`config.mk`:
```
export PLATFORM = sky130hd
export DESIGN_NAME = sem_datapath
export DESIGN_NICKNAME = d
export VERILOG_FILES = /design/src/hw/rtl/sem_pkg.sv /design/src/hw/rtl/sem_datapath.sv
export SDC_FILE = /design/constraint.sdc
export NUM_CORES = 2
export LEC_CHECK = 0
export BUFFER_PORTS_ARGS = -buffer_cell sky130_fd_sc_hd__buf_4
export CAP_MARGIN = 25
export CORE_AREA = 3 3 457 459
export DETAILED_ROUTE_END_ITERATION = 10
export DIE_AREA = 0 0 460 462
export PLACE_DENSITY = 0.71
export SKIP_CTS_REPAIR_TIMING = 1
export SLEW_MARGIN = 20
export SYNTH_ARGS = -nofsm -noshare
export SYNTH_HDL_FRONTEND = slang
export SYNTH_SLANG_ARGS = --single-unit
```
`constraint.sdc`:
```
create_clock -name clk -period 11.2 [get_ports clk]
set_clock_uncertainty 0.1 [all_clocks]
set_input_delay 1.12 -clock clk [delete_from_list [all_inputs] [get_ports clk]]
set_output_delay 1.12 -clock clk [all_outputs]
set_load 0.02 [all_outputs]
```
`src/hw/rtl/sem_pkg.sv`:
```
// package for the semaphore table: command, status and state codes, payload types
// no dependencies
`timescale 1ns / 1ps
`default_nettype none
package sem_pkg;
	typedef enum logic [1:0] {
		CMD_CREATE  = 2'd0,
		CMD_WAIT    = 2'd1,
		CMD_POST    = 2'd2,
		CMD_DESTROY = 2'd3
	} cmd_t;

	// input transaction payload
	typedef struct packed {
		cmd_t        cmd;
		logic [7:0]  sem_id;
		logic [15:0] init_value;
		logic [7:0]  task_id;
	} sem_cmd_t;

	// result transaction payload
	typedef struct packed {
		logic [2:0] status;
		logic [7:0] new_id;
		logic       woke_valid;
		logic [7:0] woke_task;
		logic       last;
	} sem_res_t;

	localparam logic [2:0] ST_OK         = 3'd0;
	localparam logic [2:0] ST_BLOCKED    = 3'd1;
	localparam logic [2:0] ST_BAD_ID     = 3'd2;
	localparam logic [2:0] ST_NOT_VALID  = 3'd3;
	localparam logic [2:0] ST_QUEUE_FULL = 3'd4;
	localparam logic [2:0] ST_TABLE_FULL = 3'd5;

	localparam logic [15:0] COUNT_MAX = 16'hFFFF;

	typedef enum logic [3:0] {
		S_IDLE,
		S_SEARCH,
		S_READ,
		S_DECIDE,
		S_SHIFT_RD,
		S_SHIFT_WR,
		S_DRAIN_RD,
		S_DRAIN_OUT,
		S_OUT
	} state_t;

	// commands from controller to datapath
	typedef struct packed {
		logic       load_item;
		logic       lookup;
		logic       scan_clear;
		logic       scan_step;
		logic       create_slot;
		logic       wait_take;
		logic       wait_enqueue;
		logic       post_apply;
		logic       shift_read;
		logic       shift_write;
		logic       drain_read;
		logic       destroy_slot;
		logic       res_load;
		logic [2:0] res_status;
		logic       res_new_id;
		logic       res_woke;
		logic       res_last;
	} ctl_t;

	// status from datapath to controller
	typedef struct packed {
		cmd_t cmd;
		logic id_bad;
		logic slot_ok;
		logic count_pos;
		logic queue_full;
		logic queue_empty;
		logic scan_free;
		logic scan_done;
		logic idx_last;
	} sts_t;
endpackage
`default_nettype wire

```
`src/hw/rtl/sem_datapath.sv`:
```
// datapath: slot table, counts, waiter memory and result register
// depends on sem_pkg
`timescale 1ns / 1ps
`default_nettype none
module sem_datapath
	import sem_pkg::*;
#(
	parameter int SEM_COUNT   = 16,
	parameter int QUEUE_DEPTH = 16
) (
	input  wire         clk,
	input  wire         arst_n,
	input  wire  [1:0]  cmd,
	input  wire  [7:0]  sem_id,
	input  wire  [15:0] init_value,
	input  wire  [7:0]  task_id,
	input  ctl_t        ctl,
	input  wire         out_take,
	output sts_t        sts,
	output logic [2:0]  status,
	output logic [7:0]  new_id,
	output logic        woke_valid,
	output logic [7:0]  woke_task,
	output logic        last
);
	localparam int SW = (SEM_COUNT > 1) ? $clog2(SEM_COUNT) : 1;
	localparam int QW = (QUEUE_DEPTH > 1) ? $clog2(QUEUE_DEPTH) : 1;
	localparam int NW = $clog2(QUEUE_DEPTH + 1);
	localparam int MD = SEM_COUNT * QUEUE_DEPTH;
	localparam int AW = (MD > 1) ? $clog2(MD) : 1;

	logic [SEM_COUNT-1:0] valid_q;
	logic [NW-1:0]        total_q [SEM_COUNT];
	logic [15:0]          count_q [SEM_COUNT];
	logic [7:0]           wmem [MD];

	cmd_t        cmd_q;
	logic [7:0]  id_q;
	logic [15:0] init_q;
	logic [7:0]  task_q;
	logic [SW-1:0] slot_q;
	logic [SW:0]   scan_q;
	logic [NW-1:0] n_q;
	logic [15:0]   cnt_q;
	logic          ok_q;
	logic [NW-1:0] idx_q;
	logic [7:0]    rd_q;
	logic [7:0]    head_q;

	logic [SW-1:0] scan_idx;
	logic [AW-1:0] base;
	logic [AW-1:0] rd_addr;
	logic [AW-1:0] wr_addr;
	logic          we;
	logic [7:0]    wd;

	assign scan_idx = scan_q[SW-1:0];
	assign base     = AW'(slot_q) * AW'(QUEUE_DEPTH);

	// item latch and slot lookup, snapshot held for the whole command
	always_ff @(posedge clk) begin
		if (ctl.load_item) begin
			cmd_q  <= cmd_t'(cmd);
			id_q   <= sem_id;
			init_q <= init_value;
			task_q <= task_id;
			slot_q <= SW'(sem_id);
		end else if (ctl.scan_step) begin
			slot_q <= SW'(scan_q + 1'b1);
		end
		if (ctl.lookup) begin
			n_q   <= total_q[slot_q];
			cnt_q <= count_q[slot_q];
			ok_q  <= valid_q[slot_q];
		end
	end

	// free slot scan counter
	always_ff @(posedge clk or negedge arst_n) begin
		if (!arst_n) begin
			scan_q <= '0;
		end else if (ctl.scan_clear) begin
			scan_q <= '0;
		end else if (ctl.scan_step) begin
			scan_q <= scan_q + 1'b1;
		end
	end

	// slot state tables
	always_ff @(posedge clk or negedge arst_n) begin
		if (!arst_n) begin
			valid_q <= '0;
			for (int i = 0; i < SEM_COUNT; i++) begin
				total_q[i] <= '0;
			end
		end else begin
			if (ctl.create_slot) begin
				valid_q[scan_idx] <= 1'b1;
				total_q[scan_idx] <= '0;
			end
			if (ctl.wait_enqueue) begin
				total_q[slot_q] <= n_q + 1'b1;
			end
			if (ctl.post_apply && n_q != '0) begin
				total_q[slot_q] <= n_q - 1'b1;
			end
			if (ctl.destroy_slot) begin
				valid_q[slot_q] <= 1'b0;
				total_q[slot_q] <= '0;
			end
		end
	end

	// counts
	always_ff @(posedge clk) begin
		if (ctl.create_slot) begin
			count_q[scan_idx] <= init_q;
		end else if (ctl.wait_take) begin
			count_q[slot_q] <= cnt_q - 16'd1;
		end else if (ctl.post_apply && cnt_q != COUNT_MAX) begin
			count_q[slot_q] <= cnt_q + 16'd1;
		end
	end

	// queue walk index: shift walks from 1, drain from 0
	always_ff @(posedge clk) begin
		if (ctl.post_apply) begin
			idx_q <= NW'(1);
		end else if (ctl.shift_write) begin
			idx_q <= idx_q + 1'b1;
		end else if (ctl.drain_read) begin
			idx_q <= (cmd_q == CMD_DESTROY && !ctl.res_load) ? NW'(1) : idx_q + 1'b1;
		end
	end

	// waiter memory, one write and one registered read port
	always_comb begin
		rd_addr = base;
		if (ctl.shift_read && !ctl.post_apply) begin
			rd_addr = base + AW'(idx_q);
		end else if (ctl.drain_read && ctl.res_load) begin
			rd_addr = base + AW'(idx_q);
		end
		we      = 1'b0;
		wr_addr = base + AW'(n_q);
		wd      = task_q;
		if (ctl.wait_enqueue) begin
			we = 1'b1;
		end else if (ctl.shift_write) begin
			we      = 1'b1;
			wr_addr = base + AW'(idx_q - 1'b1);
			wd      = rd_q;
		end
	end

	// read data is held until the next commanded read
	always_ff @(posedge clk) begin
		if (we) begin
			wmem[wr_addr] <= wd;
		end
		if (ctl.shift_read || ctl.drain_read || ctl.post_apply) begin
			rd_q <= wmem[rd_addr];
		end
		if (ctl.post_apply) begin
			head_q <= wmem[rd_addr];
		end
	end

	// result register
	always_ff @(posedge clk or negedge arst_n) begin
		if (!arst_n) begin
			status     <= ST_OK;
			new_id     <= '0;
			woke_valid <= 1'b0;
			woke_task  <= '0;
			last       <= 1'b0;
		end else if (ctl.res_load) begin
			status     <= ctl.res_status;
			new_id     <= ctl.res_new_id ? 8'(scan_idx) : 8'd0;
			woke_valid <= ctl.res_woke;
			woke_task  <= !ctl.res_woke ? 8'd0 : (cmd_q == CMD_POST) ? head_q : rd_q;
			last       <= ctl.res_last;
		end else if (out_take) begin
			last <= last;
		end
	end

	// status toward the controller
	always_comb begin
		sts.cmd         = cmd_q;
		sts.id_bad      = (id_q >= 8'(SEM_COUNT)) && (SEM_COUNT < 256);
		sts.slot_ok     = ok_q;
		sts.count_pos   = (cnt_q != '0);
		sts.queue_full  = (n_q >= NW'(QUEUE_DEPTH));
		sts.queue_empty = (n_q == '0);
		sts.scan_free   = !valid_q[scan_idx] && (scan_q < (SW+1)'(SEM_COUNT));
		sts.scan_done   = (scan_q >= (SW+1)'(SEM_COUNT - 1));
		sts.idx_last    = (idx_q >= n_q);
	end
endmodule
`default_nettype wire
```
Word-level counts from Yosys, hierarchy flattened
Memories as Yosys holds them, arrays and structs flattened. A register that Yosys moved wholly into a read port is not among the register bits.
Cells that the tools add are included.
Storage, ports and cells
  output and inout bits: 31
  register bits: 187
  memories kept: 2
  input port bits: 56
  bits in writable memories: 2304
  logic and storage cells: 149
Cells by class
  bitwise gates (word level): 10
  equal/unequal tests: 3
  add/sub/neg operators: 10
  multiplexer cells: 56
  reduce and logical (&&, ||, !) cells: 22
  $lt $le $gt $ge: 13
Memories
  wmem: depth 256, width 8, read ports 1, clocked after memory_dff 0, write ports 1, line sem_datapath.sv:35  | logic [7:0] wmem [MD];
  count_q: depth 16, width 16, read ports 1, clocked after memory_dff 1, write ports 1, line sem_datapath.sv:34  | logic [15:0] count_q [SEM_COUNT];
Operator list (count)
  80-bit two-way mux: 4
  80-bit bitwise AND: 2
  80-bit bitwise mux: 2
  80-bit NOT: 2
  16-bit two-way mux: 4
  8-bit two-way mux: 8
  5-bit two-way mux: 9
  5-bit demux with 4-bit select: 2
  5-bit binary-select mux with 4-bit select: 1
  1-bit two-way mux: 18
  16-bit by 1-bit adder with 16-bit output (second input constant): 1
  8-bit by 5-bit adder with 8-bit output: 2
  16-bit bitwise AND: 1
  4-bit two-way mux: 4
  16-bit inequality test (second input constant): 1
  16-bit NOT: 1
  16-bit bitwise OR: 1
  16-bit nonzero test: 1
  16-bit OR reduction: 1
  16-bit by 1-bit subtractor with 16-bit output (second input constant): 1
  5-bit by 1-bit adder with 5-bit output (second input constant): 3
  5-bit greater-or-equal comparator (second input constant): 3
  1-bit logical AND: 10
  4-bit by 5-bit < comparator with 1-bit output (second input constant): 2
  19 further kinds: 30

Logic depth before layout (Yosys ltp)
  depth in word-level cells: 14
  mapped depth: 19
  depth with buffers taken out: 13

Worst setup path before layout
Ideal clock, no wire load.
  path kind: in2reg
  start point: input port ctl[11] in the netlist's numbering
  end point: memory count_q[0][15] (data pin)
  stages: 11
  arrival: 4452 ps
  required time: 10770 ps
  path buffers: 0
  library setup time: 330 ps
  slack: 6317 ps
  path through: inv_1 > nor4_1 > inv_1 > ha_1 > a2111oi_0 > o21ai_0 > a311oi_1 > o21ai_0 > a31oi_1 > xnor2_1 > o21ai_0
On the way
  cells in the longest elaborated chain, start to end: 8
  elaborated cells on any way between the ends: 9
  those cells by class: 6 x mux; 1 x bitwise; 2 x reduce/logical
Ends and longest elaborated chain
  start: declaration: line sem_datapath.sv:17  | input ctl_t ctl,
  1-bit logical AND (*): line sem_datapath.sv:120  | end else if (ctl.post_apply && cnt_q != COUNT_MAX) begin
  1-bit two-way mux (*): line sem_datapath.sv:120
  1-bit two-way mux (*): line sem_datapath.sv:118  | end else if (ctl.wait_take) begin
  1-bit two-way mux (*): line sem_datapath.sv:116  | if (ctl.create_slot) begin
  1-bit two-way mux (implied by the code) (*): line sem_datapath.sv:121  | count_q[slot_q] <= cnt_q + 16'd1;
  1-bit bitwise OR (no line)
  16-bit OR reduction (no line)
  16-bit two-way mux (no line) (*)
  end: declaration: line sem_datapath.sv:34
Mark *: on every way between the ends. The rest lies on a longest branch, timed or not.

Final worst setup path
  start point: register idx_q[0]
  end point: memory wmem[70][4], enable pin
On the way
  cells in the longest elaborated chain, start to end: 4
Ends and longest elaborated chain
  start: declaration: line sem_datapath.sv:46  | logic [NW-1:0] idx_q;
  start signal: assignment: line sem_datapath.sv:130  | idx_q <= idx_q + 1'b1;
  start signal: assignment: line sem_datapath.sv:132  | idx_q <= (cmd_q == CMD_DESTROY && !ctl.res_load) ? NW'(1) : idx_q + 1'b1;
  5-bit by 1-bit subtractor with 6-bit output: line sem_datapath.sv:151  | wr_addr = base + AW'(idx_q - 1'b1);
  8-bit adder: line sem_datapath.sv:151
  8-bit two-way mux: line sem_datapath.sv:149  | end else if (ctl.shift_write) begin
  8-bit two-way mux: line sem_datapath.sv:147  | if (ctl.wait_enqueue) begin
  end: declaration: line sem_datapath.sv:35
Every way passes these cells.

==> metrics.yaml <==
clkPwrFrac: 0.361
h-tree-depth: 4
synth_top_cell_area_share: 0.697
vdd_drop_max_uv: 145
critPathLaunchType: "flop"
grt_usage: 0.257
overflow: 0
grt_pass1_wl_mm: 404
cap_violations: 0
die_h_um: 462
fill_cells: 15700
clk_latency_ns: 0.89
grt_pass1_vias: 60800
clockRootBuffer: "clkbuf_16"
syn_area_per_cell_um2: 15.3
final_nets: 6820
period_share: 0.580
fin_total_pwr_mw: 21.9
synth_ff_type: "edfxtp_1"
hold_slack_ns: 0.232
multi_input_area_um2: 25800
start_util: 0.500
cts_tree: "built"
combPwrFrac: 0.133
netlist_top_cells_count: "edfxtp_1, a21oi_1, nand2_1"
post-dp-hpwl_mm: 163
cp-end-kind: "flop"
ys_types: 92
numCtsBuffers: 240
grt_max_degree: 148
clkTransAtPathRegs_ns: 0.06
dieArea_um2: 213000
critical_path_class: "flop to flop"
worstReg2RegStart: "idx_q[0]"
grt_setup_unrepaired: "no"
synth_edf_count: 2376
timing.fmax_mhz: 154
cts_buffer_depth: 3
regArea_um2: 74400
ios: 87
slew_headroom: 0.187
power.density_nw_per_um2: 193
core_area_um2: 205000
fp.dieW_um: 460
ys_top_cells_by_area: "edfxtp_1, mux2i_1, dfrtp_1"
ys_warn_count: 0
leakagePower_nw: 36.7
wire_per_inst_um: 28.9
synthCells: 6715
status: "finished clean"
antenna_found_initial: 12
cts.sink_count: 2499
hp-class: "primary input to asynchronous set/reset pin"
critPathLaunch: "idx_q[0]"
critPathMaxFanout: 41
sequentialPowerShare: 0.506
p_sw_mw: 5.75
finalCriticalPeriod_ns: 6.49
post-synth-top-count-cell: "edfxtp_1"
area_growth_pct: 10.7
p_int_mw: 16.1
fin_setup_tns_ns: 0
ys_async_sr_fraction: 0.0472
viasPerCell: 6.51
required_ns: 11.61
arrival_ns: 6.90
p_sw_frac: 0.263
drt_iter0_markers: 8721
drive_gt1_frac: 0.139
numPortBuffers: 81
report.final.slew_viol_count: 0
finalHoldViolCount: 0
vias: 62700
ant_nets: 0
worstMarginPinSlew_ns: 1.21
synth_seq_cells: 2499
wirelength_mm: 278
rows: 166
synth_seq_area_share: 0.726
netlist_area_um2: 102000
setup_violations: 0
gp_congestion: 0.901
drcViolationCount: 0
synth_top_area_cell: "edfxtp_1"
drtPass1Iterations: 6
reg2regPathDepth: 10
-- critical path: stages, from the launching register on --
cell and delay (ns):
dfxtp_4 0.74, buf_4 0.79, inv_6 0.41, ha_1 0.37, nand3_1 0.11, xnor2_1 0.14, ha_1 0.23, fa_1 0.50
o31ai_1 0.91, nand2_1 0.83, nor2_1 0.94
-- stage by stage --
step	setup WS, ns	instances	instance area [µm²]	utilization
2_1_floorplan	6.32	6718	102000	-
3_3_place_gp	4.65	9157	105000	0.515
3_5_place_dp	4.64	9159	106000	0.515
4_1_cts	4.70	9602	113000	0.553
5_1_grt	4.59	9616	113000	0.554
6_report	4.71	9625	113000	0.554
-- power groups by stage --
stage / combinational (mW) / sequential [mW] / clock [mW]
after floorplan: 1.71 / 11.2 / 0
after detailed placement: 2.80 / 11.3 / 0
after global routing: 3.07 / 11.1 / 8.30
after global placement: 2.72 / 11.2 / 0
after CTS: 2.81 / 11.1 / 7.95
final: 2.92 / 11.1 / 7.90
-- kinds of logic after synthesis --
group                    share of synthesized area
XOR/XNOR                                   0.00308
AO/OA/AOI/OAI                                0.103
AND/OR/NAND/NOR                             0.0583
multiplexers                                0.0798
buffers and inverters                       0.0248
flip-flops                                   0.726
other                                    0.0000366
adder cells (fa/ha/maj)                    0.00479
-- routing by layer --
metal  routed length, µm  vias up  global-route usage  part of all wire
met5                  34        -                   0           0.00012
li1                    -    26400                   -                 -
met1              105000    31600               0.350              0.38
met2              128000     3977               0.398              0.46
met3               33800      620              0.0647              0.12
met4               11200        4               0.102             0.040
-- area by class of cell --
type                       count  area share
sequential                  2499       0.656
inverter                      53     0.00180
antenna                       10    0.000221
tap                         2688      0.0297
multi-input combinational   3695       0.227
clock inverter               150      0.0121
timing repair buffer         237      0.0174
clock buffer                 293      0.0555
-- registers in the layout (all words and copies together), names as in the netlist --
name and flops:
count_q 256, new_id 4, idx_q 5, valid_q 16
wmem 2048, total_q 80, status 3, id_q 4
scan_q 5, ok_q 1, rd_q 8, woke_valid 1
last 1, slot_q 4, woke_task 8, n_q 5
init_q 16, head_q 8, cnt_q 16, task_q 8
cmd_q 2
-- layout by cell type, fill, tap and decap left out, drive strengths merged, types with 17 or more instances in the layout --
cell,count
nor2b,19
bufinv,17
nor2,466
nand2,479
mux2i,299
mux2,202
nand4,45
xor2,18
nor3b,24
a211oi,75
a41oi,18
mux4,129
nand2b,18
a22oi,66
o21a,22
a211o,27
clkbuf,298
edfxtp,2376
a31oi,56
nor3,60
a221oi,53
o22ai,141
nand3,116
dfrtp,118
a21oi,503
and2,65
inv,62
o211ai,68
ha,36
o21ai,333
a22o,25
xnor2,18
o221ai,98
and3,20
clkinv,113
buf,231
o311ai,29
-- path summary, 6_finish.rpt --
path                                endpoint  slack [ns]
max in group asynchronous       woke_task[7]        9.51
worst max register to register   wmem[70][4]        4.71
min in group clk                   init_q[0]        0.31
worst min register to register     status[1]        0.41
worst min-delay path             valid_q[11]        0.23
worst max-delay path             wmem[70][4]        4.71
No activity file was read; power rests on OpenSTA's default activity.
