$ cat src/hw/rtl/sem_pkg.sv
// package for the semaphore table: command, status and state codes, payload types
// no dependencies
`timescale 1ns / 1ps
`default_nettype none
package sem_pkg;
	typedef enum logic [1:0] {
		CMD_CREATE  = 2'd0,
		CMD_WAIT    = 2'd1,
		CMD_POST    = 2'd2,
		CMD_DESTROY = 2'd3
	} cmd_t;

	// input transaction payload
	typedef struct packed {
		cmd_t        cmd;
		logic [7:0]  sem_id;
		logic [15:0] init_value;
		logic [7:0]  task_id;
	} sem_cmd_t;

	// result transaction payload
	typedef struct packed {
		logic [2:0] status;
		logic [7:0] new_id;
		logic       woke_valid;
		logic [7:0] woke_task;
		logic       last;
	} sem_res_t;

	localparam logic [2:0] ST_OK         = 3'd0;
	localparam logic [2:0] ST_BLOCKED    = 3'd1;
	localparam logic [2:0] ST_BAD_ID     = 3'd2;
	localparam logic [2:0] ST_NOT_VALID  = 3'd3;
	localparam logic [2:0] ST_QUEUE_FULL = 3'd4;
	localparam logic [2:0] ST_TABLE_FULL = 3'd5;

	localparam logic [15:0] COUNT_MAX = 16'hFFFF;

	typedef enum logic [3:0] {
		S_IDLE,
		S_SEARCH,
		S_READ,
		S_DECIDE,
		S_SHIFT_RD,
		S_SHIFT_WR,
		S_DRAIN_RD,
		S_DRAIN_OUT,
		S_OUT
	} state_t;

	// commands from controller to datapath
	typedef struct packed {
		logic       load_item;
		logic       lookup;
		logic       scan_clear;
		logic       scan_step;
		logic       create_slot;
		logic       wait_take;
		logic       wait_enqueue;
		logic       post_apply;
		logic       shift_read;
		logic       shift_write;
		logic       drain_read;
		logic       destroy_slot;
		logic       res_load;
		logic [2:0] res_status;
		logic       res_new_id;
		logic       res_woke;
		logic       res_last;
	} ctl_t;

	// status from datapath to controller
	typedef struct packed {
		cmd_t cmd;
		logic id_bad;
		logic slot_ok;
		logic count_pos;
		logic queue_full;
		logic queue_empty;
		logic scan_free;
		logic scan_done;
		logic idx_last;
	} sts_t;
endpackage
`default_nettype wire

$ cat src/hw/rtl/sem_ctrl.sv
// controller state machine for the semaphore table
// depends on sem_pkg
`timescale 1ns / 1ps
`default_nettype none
module sem_ctrl
	import sem_pkg::*;
(
	input  wire  clk,
	input  wire  arst_n,
	input  wire  in_valid,
	output logic in_ready,
	output logic out_valid,
	input  wire  out_ready,
	input  sts_t sts,
	output ctl_t ctl
);
	state_t state_q, state_d;
	logic   out_valid_q, out_valid_d;

	// state and output flag registers
	always_ff @(posedge clk or negedge arst_n) begin
		if (!arst_n) begin
			state_q     <= S_IDLE;
			out_valid_q <= 1'b0;
		end else begin
			state_q     <= state_d;
			out_valid_q <= out_valid_d;
		end
	end

	assign out_valid = out_valid_q;
	// take a new command only in idle and when the result register is free or being taken
	assign in_ready  = (state_q == S_IDLE) && !(out_valid_q && !out_ready);

	// next state and commands
	always_comb begin
		logic slot_free;
		slot_free   = out_valid_q && !out_ready;
		state_d     = state_q;
		ctl         = '0;
		ctl.res_status = ST_OK;
		out_valid_d = out_valid_q && !out_ready;
		unique case (state_q)
			S_IDLE: begin
				if (in_valid && !slot_free) begin
					ctl.load_item  = 1'b1;
					ctl.scan_clear = 1'b1;
					state_d        = S_READ;
				end
			end
			S_READ: begin
				// id is now registered; slot state is looked up and registered here
				ctl.lookup = 1'b1;
				if (sts.cmd == CMD_CREATE) begin
					state_d = S_SEARCH;
				end else begin
					state_d = S_DECIDE;
				end
			end
			S_SEARCH: begin
				if (sts.scan_free) begin
					ctl.create_slot = 1'b1;
					ctl.res_load    = 1'b1;
					ctl.res_status  = ST_OK;
					ctl.res_new_id  = 1'b1;
					ctl.res_last    = 1'b1;
					state_d         = S_OUT;
				end else if (sts.scan_done) begin
					ctl.res_load   = 1'b1;
					ctl.res_status = ST_TABLE_FULL;
					ctl.res_last   = 1'b1;
					state_d        = S_OUT;
				end else begin
					ctl.scan_step = 1'b1;
				end
			end
			S_DECIDE: begin
				ctl.res_last = 1'b1;
				state_d      = S_OUT;
				priority if (sts.id_bad) begin
					ctl.res_status = ST_BAD_ID;
				end else if (!sts.slot_ok) begin
					ctl.res_status = ST_NOT_VALID;
				end else if (sts.cmd == CMD_WAIT) begin
					priority if (sts.count_pos) begin
						ctl.wait_take = 1'b1;
					end else if (sts.queue_full) begin
						ctl.res_status = ST_QUEUE_FULL;
					end else begin
						ctl.wait_enqueue = 1'b1;
						ctl.res_status   = ST_BLOCKED;
					end
				end else if (sts.cmd == CMD_POST) begin
					ctl.post_apply = 1'b1;
					if (!sts.queue_empty) begin
						ctl.res_woke = 1'b1;
						ctl.res_load = 1'b0;
						state_d      = S_SHIFT_RD;
						ctl.shift_read = 1'b1;
					end
				end else begin
					if (sts.queue_empty) begin
						ctl.destroy_slot = 1'b1;
					end else begin
						ctl.res_last   = 1'b0;
						ctl.drain_read = 1'b1;
						state_d        = S_DRAIN_OUT;
					end
				end
				if (state_d == S_OUT) begin
					ctl.res_load = 1'b1;
				end
			end
			S_SHIFT_RD: begin
				// head is latched; read next entry to move down
				if (sts.idx_last) begin
					ctl.res_load  = 1'b1;
					ctl.res_woke  = 1'b1;
					ctl.res_last  = 1'b1;
					ctl.res_status = ST_OK;
					state_d       = S_OUT;
				end else begin
					ctl.shift_read = 1'b1;
					state_d        = S_SHIFT_WR;
				end
			end
			S_SHIFT_WR: begin
				ctl.shift_write = 1'b1;
				state_d         = S_SHIFT_RD;
			end
			S_DRAIN_OUT: begin
				// read data of one waiter is ready
				if (!slot_free) begin
					ctl.res_load   = 1'b1;
					ctl.res_woke   = 1'b1;
					ctl.res_status = ST_OK;
					ctl.res_last   = sts.idx_last;
					out_valid_d    = 1'b1;
					if (sts.idx_last) begin
						ctl.destroy_slot = 1'b1;
						state_d          = S_IDLE;
					end else begin
						ctl.drain_read = 1'b1;
						state_d        = S_DRAIN_RD;
					end
				end
			end
			S_DRAIN_RD: begin
				state_d = S_DRAIN_OUT;
			end
			S_OUT: begin
				if (!slot_free) begin
					out_valid_d = 1'b1;
					state_d     = S_IDLE;
				end
			end
			default: state_d = S_IDLE;
		endcase
	end
endmodule
`default_nettype wire

$ cat config.mk
export PLATFORM = sky130hd
export DESIGN_NAME = sem_ctrl
export DESIGN_NICKNAME = d
export VERILOG_FILES = /design/src/hw/rtl/sem_pkg.sv /design/src/hw/rtl/sem_ctrl.sv
export SDC_FILE = /design/constraint.sdc
export NUM_CORES = 1
export LEC_CHECK = 0
export CORE_AREA = 5 5 42 44
export DETAILED_ROUTE_END_ITERATION = 8
export DIE_AREA = 0 0 47 49
export DONT_BUFFER_PORTS = 1
export PLACE_DENSITY = 0.68
export SETUP_SLACK_MARGIN = 0.3
export SYNTH_ARGS = -nofsm -noshare
export SYNTH_HDL_FRONTEND = slang
export SYNTH_SLANG_ARGS = --single-unit
$ cat constraint.sdc
create_clock -name clk -period 1.3 [get_ports clk]
set_input_delay 0.065 -clock clk [delete_from_list [all_inputs] [get_ports clk]]
set_output_delay 0.065 -clock clk [all_outputs]
set_load 0.02 [all_outputs]
* After elaboration in Yosys (flattened, before gate mapping)
Index checks and enable logic that the tools add are counted.
** Storage, ports and cells
- Latch bits :: 0
- Bits in read-only memories :: 0
- Bits of input ports :: 14
- Logic and storage cells :: 93
- Output and inout port bits :: 21
- Memories :: 0
- Bits in writable memories :: 0
- Register bits after elaboration :: 5
** Cells by class
- Shifts and indexed selects :: 0
- Order comparisons :: 0
- Reduce and logical (&&, ||, !) cells :: 9
- Div/mod/pow operators :: 0
- Multiplexer cells :: 67
- Add/subtract/negate cells :: 0
- $mul :: 0
- Bitwise gates (word level) :: 0
- Equality and inequality tests :: 15
** Operators by type and width (number)
- $mux 4 :: 18
- $pmux 4 s9 :: 1
- $mux 3 :: 10
- $mux 2 :: 11
- $mux 1 :: 21
- $eq 4x3->1 const B :: 4
- $pmux 4 s4 :: 1
- $eq 4x2->1 const B :: 2
- $eq 4x4->1 const B :: 2
- $mux 6 :: 1
- $eq 4x1->1 const B :: 1
- $logic_not 4->1 :: 1
- $ne 2x2->1 const B :: 2
- $pmux 1 s4 :: 1
- $pmux 2 s2 :: 1
- $reduce_and 4->1 :: 1
- $logic_and 1x1->1 :: 3
- $ne 3x3->1 const B :: 1
- $pmux 1 s3 :: 1
- $eq 2x1->1 const B :: 1
- $eq 2x2->1 const B :: 1
- $logic_not 1->1 :: 2
- $logic_not 2->1 :: 1
- $ne 2x1->1 const B :: 1
- other kinds (2) :: 2

* Longest topological paths before layout
Gate-level depths: netlist (run 1).
- Word-level depth :: 9
- Mapped depth :: 5
- Gate-level depth less buffers :: 4

* Worst setup path after synthesis (run 1)
No wires, ideal clock.
- Path type :: flip-flop to output port
- Start point :: register state_q[2]
- End point :: output ctl[5] (netlist name)
- Required time :: 1.235 ns
- Buffers on the path :: 0
- Cell stages (with the launch flop) :: 5
- Arrival time :: 1.479 ns
- Setup slack :: -0.244 ns
- Cell sequence :: dfrtp_1 > nand4bb_4 > nor2_2 > nand2_1 > o21ai_0
** RTL lines
- start: declaration :: line sem_ctrl.sv:17 : state_t state_q, state_d;
- start signal: assignment :: line sem_ctrl.sv:26 : state_q <= state_d;
- end: declaration :: line sem_ctrl.sv:15 : output ctl_t ctl

==> impl_metrics.toml, run 1 <==
[layout]
drive_above_1_share_pct = 70.6
fill_cells = 61
utilization_pct = 89.8
design_area_um2 = 1260
area.sequential_um2 = 130
area_delta_synth_final_pct = 87.0
final_cells = 142
finish.net_count = 141
antenna_cells = 0
multi_input_comb_area_um2 = 682

[route]
via_count = 890
detail_route.iter0.violations = 24
post_drt_wl_per_cell_um = 19.5
wl_um = 2770
drt_drc = 0
drt_pass1_iterations = 4
postRouteAntennaNets = 0
avgViaCountPerCell = 6.27

[logic_synthesis]
edff_count_synth = 0
ys_seq_elements = 5
yosys-top-cells-area = "sky130_fd_sc_hd__dfrtp_1 (19%), sky130_fd_sc_hd__nand2b_1 (5.6%), sky130_fd_sc_hd__nand2_1 (5.0%)"
synthesis.nets = 101
yosys.area.top_type = "sky130_fd_sc_hd__dfrtp_1"
synth_cell_types = 39
yosysWarningCount = 0
synth.cell_area_um2 = 673
synthCells = 87
synth_seq_area_share_pct = 18.6
postSynth.asyncResetShare_pct = 100
synthesis.area_per_instance_um2 = 7.74
synthFlopType = "sky130_fd_sc_hd__dfrtp_1"
synth.top_cell.area_share_pct = 18.6

[critical_path]
timing.setup.critical_path_class = "reg -> out"
required_ns = 1.24
r2r_start = "state_q[3]"
timing.critical_path.to_type = "output pin"
r2r_end = "state_q[0]"
reg2regPathDepth = 7
reg2reg_slack_ns = -0.24
cp-start-kind = "register"
worst_ep_arrival_time_ns = 1.57
crit_fanout = 5

[global_routing]
grt_pass1_wl_um = 3790
grt_pass1_vias = 842
antenna_violations_before_repair = 0
grt_max_degree = 9
globalRouteOverflowTotal = 0
global_route.usage.total_pct = 22.5

[sta]
clock-skew-final_ns = 0.000120
final-hold-violation-count = 0
clock.fmax_ghz = 0.610
max_slew.worst_pin.slew_ns = 0.427
maxSlewHeadroom_pct = 71.5
post-route-worst-setup-slack_ns = -0.340
final.min_clock_period_ns = 1.64
post-route-period-util_pct = 126
timing.final.setup_violations = 24
drv_slew = 0
grt_setup_unrepaired = "yes"

[placed_design]
port_buffers = 0
detailed_place_hpwl_um = 1640
placed_area_um2 = 961
gp_congestion = 0.882
pre_cts_ws_ns = -0.104
placed_cells = 124

[clock_tree]
htree_num_levels = 1
clk_pin_slew_worst_paths_ns = 0.04
numClockSinks = 5
clock_tree_from_tritoncts = "yes"
cts_made_buffers = 3
clockRootBuffer = "sky130_fd_sc_hd__clkbuf_4"
buffer_depth_of_the_longest_clock_path = 2
clock_latency_ns = 0.24

[power_and_ir_drop]
total_leakage_power_uw = 0.000547
power.density_cell_area_nw_per_um2 = 1950
irDropWorstVdd_uv = 1610

[run]
drv_cap = 0

[worst_hold_path]
worst_hold_startpoint = "sts[3]"
whs_endpoint = "state_q[0]"
hold_path_class = "in -> reg"
worst_hold_path.num_cells = 3

[die]
chipWidth_um = 47
io_pins = 35
die-area_um2 = 2300
placementRows = 14
design.core.area_um2 = 1400
floorplan.initialDensity_pct = 48.0
floorplan.die.height_um = 49

[run_status]
status = "finished, violations left"
failing_checks = "setup timing"
[layer usage]
metal / GRT usage, % / vias up / part of all wire, %
li1: - / 389 / -
met1: 26.2 / 439 / 35
met2: 39.6 / 54 / 56
met3: 4.80 / 8 / 7.2
met4: 5.99 / 0 / 1.6
met5: 0 / - / 0
[cells in the final DEF (no fill, tap or decap), types with 2 or more instances in the layout]
cell	Yosys	routed
sky130_fd_sc_hd__nor3_1	5	2
sky130_fd_sc_hd__nor3_4	0	2
sky130_fd_sc_hd__buf_6	2	12
sky130_fd_sc_hd__nor2b_4	0	2
sky130_fd_sc_hd__and3_4	0	4
sky130_fd_sc_hd__o31ai_2	1	2
sky130_fd_sc_hd__nor2_1	8	5
sky130_fd_sc_hd__o21ai_2	1	4
sky130_fd_sc_hd__nand2_1	9	3
sky130_fd_sc_hd__buf_4	3	26
sky130_fd_sc_hd__nor2_4	0	4
sky130_fd_sc_hd__and2_4	0	2
sky130_fd_sc_hd__dfrtp_2	0	4
sky130_fd_sc_hd__clkbuf_4	0	3
sky130_fd_sc_hd__nand2b_1	6	5
sky130_fd_sc_hd__inv_1	4	3
sky130_fd_sc_hd__a21oi_1	3	3
sky130_fd_sc_hd__buf_12	0	2
sky130_fd_sc_hd__nor4b_4	1	2
sky130_fd_sc_hd__nand2_2	1	5
sky130_fd_sc_hd__nor2b_1	4	3
[flip-flops by register name, summed over array words and instances (netlist names)]
signal / cells
state_q: 4
out_valid: 1
[where the power goes]
part	switching, µW	internal, µW	total, µW	leakage, µW
logic	951	995	1950	0.000473
registers	103	227	330	0.0000596
clock network	57.6	116	173	0.0000150
[synthesized netlist by cell type, types with 2 or more instances]
cell,instances
sky130_fd_sc_hd__a21oi_1,3
sky130_fd_sc_hd__a22oi_1,2
sky130_fd_sc_hd__and3_1,4
sky130_fd_sc_hd__buf_4,3
sky130_fd_sc_hd__buf_6,2
sky130_fd_sc_hd__dfrtp_1,5
sky130_fd_sc_hd__inv_1,4
sky130_fd_sc_hd__nand2_1,9
sky130_fd_sc_hd__nand2b_1,6
sky130_fd_sc_hd__nand3_1,3
sky130_fd_sc_hd__nor2_1,8
sky130_fd_sc_hd__nor2b_1,4
sky130_fd_sc_hd__nor3_1,5
sky130_fd_sc_hd__o21ai_0,4
[area by class of cell]
| type | instances | area share (%) |
|---|---|---|
| inverters | 4 | 1.59 |
| clock buffers | 4 | 2.09 |
| multi-input cells | 72 | 54.2 |
| well taps | 16 | 1.59 |
| repair buffers | 41 | 30.2 |
| flip-flops and latches | 5 | 10.3 |
[how the worst max path moves through the flow]
| stage | start | endpoint | slack [ns] |
|---|---|---|---|
| after floorplan | state_q[2] | ctl[1] | -0.05 |
| after global placement | state_q[1] | state_q[2] | -0.07 |
| after detailed placement | state_q[2] | ctl[1] | -0.10 |
| after CTS | state_q[2] | ctl[5] | -0.30 |
| after global routing | state_q[2] | ctl[1] | -0.40 |
| final | state_q[2] | ctl[1] | -0.34 |
[metrics by stage]
step	hold slack [ns]	power, µW	setup TNS, ns
2_1_floorplan	-0.231	1340	-0.155
3_3_place_gp	-0.230	1670	-0.433
3_5_place_dp	-0.230	1700	-0.852
4_1_cts	0.0795	2180	-4.63
5_1_grt	0.104	2570	-6.77
6_report	0.0953	2450	-5.59
[kinds of logic (layout without fill, tap and decap cells)]
family,after synthesis,count (layout),share of synthesized area (%)
buffers and inverters,10,49,9.66
DFF,5,5,18.6
AOI/OAI and AO/OA,21,21,24.0
and+or+nand+nor,51,51,47.8
[timing repair]
item | 4_1_cts | 5_1_grt
pin swaps | 10 | 4
gates resized for setup | 19 | 20
setup buffers | 10 | 3
hold buffers | 1 | 0
endpoints found under the hold margin | 5 | 0
setup endpoints to repair | 25 | 25
[critical path, stage by stage (launching register included)]
cell and delay [ns]:
sky130_fd_sc_hd__dfrtp_2 0.43, sky130_fd_sc_hd__nand4bb_4 0.29, sky130_fd_sc_hd__nor2_4 0.17, sky130_fd_sc_hd__nand2_2 0.09, sky130_fd_sc_hd__o211ai_1 0.18, sky130_fd_sc_hd__buf_4 0.17
Note: power is estimated with default switching activity, not from simulation.
==> run 2: changes to the inputs <==
ABC_AREA = 1   (was unset)
PLACE_DENSITY = 0.7   (was 0.68)
==> impl_metrics.toml, run 2 <==
[run_status]
status = "finished, violations left"
failing_checks = "setup timing"

[logic_synthesis]
synth.cell_area_um2 = 691
postSynth.asyncResetShare_pct = 100
synthesis.area_per_instance_um2 = 6.17
synthesis.nets = 126
synthFlopType = "sky130_fd_sc_hd__dfrtp_1"
synthCells = 112
yosys.area.top_type = "sky130_fd_sc_hd__dfrtp_1"
yosysWarningCount = 0
netlist_top_cells_count = "sky130_fd_sc_hd__nand2_1 (30), sky130_fd_sc_hd__inv_1 (16), sky130_fd_sc_hd__nand3_1 (12), sky130_fd_sc_hd__nor2_1 (12)"
synth_seq_area_share_pct = 18.1
post-synth-top-count-cell = "sky130_fd_sc_hd__nand2_1"
ys_seq_elements = 5
edff_count_synth = 0
yosys-top-cells-area = "sky130_fd_sc_hd__dfrtp_1 (18%), sky130_fd_sc_hd__nand2_1 (16%), sky130_fd_sc_hd__nand3_1 (8.7%)"
synth_cell_types = 27
synth.top_cell.area_share_pct = 18.1

[placed_design]
gp_congestion = 0.822
placed_cells = 131
pre_cts_ws_ns = 0.0272
placed_area_um2 = 826
port_buffers = 0
detailed_place_hpwl_um = 1510

[power_and_ir_drop]
power.density_cell_area_nw_per_um2 = 1750
irDropWorstVdd_uv = 1000
total_leakage_power_uw = 0.000617

[route]
avgViaCountPerCell = 5.75
via_count = 868
post_drt_wl_per_cell_um = 15.1
postRouteAntennaNets = 0
drt_drc = 0
drt_pass1_iterations = 4
wl_um = 2280
detail_route.iter0.violations = 39

[global_routing]
busiest_layer = "met2"
grt_max_degree = 7
globalRouteOverflowTotal = 0
grt_use_met1_pct = 26.9
global_route.usage.total_pct = 20.6
antenna_violations_before_repair = 0
grt_pass1_vias = 806
use_met2_pct = 33.0
grt_pass1_wl_um = 3540
groute.layer.met3.usage_pct = 2.95

[worst_hold_path]
hold_path_class = "in -> reg"
worst_hold_path.num_cells = 3
whs_endpoint = "out_valid"
worst_hold_startpoint = "out_ready"

[sta]
post-route-period-util_pct = 117
final-hold-violation-count = 0
post-route-worst-setup-slack_ns = -0.216
clock-skew-final_ns = 0.000458
timing.hold.ws_ns = 0.104
grt_setup_unrepaired = "yes"
final.min_clock_period_ns = 1.52
max_slew.worst_pin.slew_ns = 0.372
timing.final.setup_violations = 23
clock.fmax_ghz = 0.659
drv_slew = 0
maxSlewHeadroom_pct = 75.0

[die]
floorplan.die.height_um = 49
floorplan.initialDensity_pct = 49.3
io_pins = 35
chipWidth_um = 47
die-area_um2 = 2300
design.core.area_um2 = 1400
placementRows = 14

[critical_path]
required_ns = 1.24
crit_fanout = 3
r2r_end = "state_q[3]"
worst_ep_arrival_time_ns = 1.45
reg2reg_slack_ns = -0.05
timing.critical_path.to_type = "output pin"
r2r_start = "state_q[3]"
reg2regPathDepth = 9
timing.setup.critical_path_class = "reg -> out"
cp-start-kind = "register"

[run]
drv_cap = 0

[layout]
antenna_cells = 0
drive_above_1_share_pct = 63.0
final_cells = 151
utilization_pct = 82.7
area_delta_synth_final_pct = 67.8
highest_count_cells_in_the_layout_ignoring_fill_and_taps = "sky130_fd_sc_hd__nand2_1 (18), sky130_fd_sc_hd__inv_1 (12), sky130_fd_sc_hd__buf_4 (12), sky130_fd_sc_hd__nand2_4 (10)"
finish.net_count = 150
commonest_non_fill_non_tap_cell_in_the_layout = "sky130_fd_sc_hd__nand2_1"
number_of_flip_flops_in_the_largest_register = 4
fill_cells = 90
design_area_um2 = 1160
top_register = "state_q"

[clock_tree]
numClockSinks = 5
cts_made_buffers = 3
clk_pin_slew_worst_paths_ns = 0.04
clock_latency_ns = 0.26
clockRootBuffer = "sky130_fd_sc_hd__clkbuf_4"
clock_tree_from_tritoncts = "yes"
buffer_depth_of_the_longest_clock_path = 2
htree_num_levels = 1
-- run 2: layout make-up --
cell class,instances,area (µm²),share of cell area [%]
timing repair buffer,21,190,16.4
tap,16,20.0,1.73
multi-input combinational,83,699,60.4
inverter,22,92.6,7.99
clock buffer,4,26.3,2.27
sequential,5,130,11.2
-- run 2: per-stage QoR --
| step | total power [µW] | TNS (ns) |
|---|---|---|
| after global placement | 1280 | 0 |
| after floorplan | 1120 | 0 |
| final | 2020 | -3.38 |
| after CTS | 1750 | -2.48 |
| after global routing | 2150 | -4.45 |
| after detailed placement | 1280 | 0 |
-- run 2: power breakdown --
part	internal (µW)	switching (µW)
Combinational	570	902
Sequential	225	133
Clock	117	76.4
Total	912	1110
-- run 2: cells by family after synthesis --
logic type	Yosys count	synth area share (%)
buf+inv	24	14.9
compound gates	10	9.06
flops	5	18.1
simple gates	73	58.0
-- run 2: what timing repair did --
item,CTS,global route
pin swaps,10,6
hold buffers,1,0
setup buffers,9,6
endpoints found under the hold margin,5,0
endpoints found under the setup margin,24,25
gates resized for setup,22,22
cloned,0,0
-- run 2: how the worst max path moves through the flow --
stage	startpoint	endpoint	slack [ns]	cells after the start
2_1_floorplan	state_q[3]	ctl[1]	0.09	7
3_3_place_gp	state_q[3]	ctl[12]	0.04	5
5_1_grt	state_q[0]	ctl[0]	-0.26	8
4_1_cts	state_q[3]	ctl[12]	-0.18	5
6_report	state_q[3]	ctl[18]	-0.22	5
3_5_place_dp	state_q[3]	state_q[1]	0.03	7
-- run 2: routing by layer --
metal,up-vias,wire (µm),share of wire (%)
li1,402,-,-
met1,399,838,37
met2,60,1210,53
met3,7,196,8.6
met4,0,41,1.8
met5,-,0,0
-- run 2: critical path: stages (launching register included) --
cell,delay [ns]
sky130_fd_sc_hd__dfrtp_2,0.45
sky130_fd_sc_hd__nor2_4,0.18
sky130_fd_sc_hd__buf_4,0.14
sky130_fd_sc_hd__buf_4,0.12
sky130_fd_sc_hd__nand2_4,0.07
sky130_fd_sc_hd__nor2_4,0.24
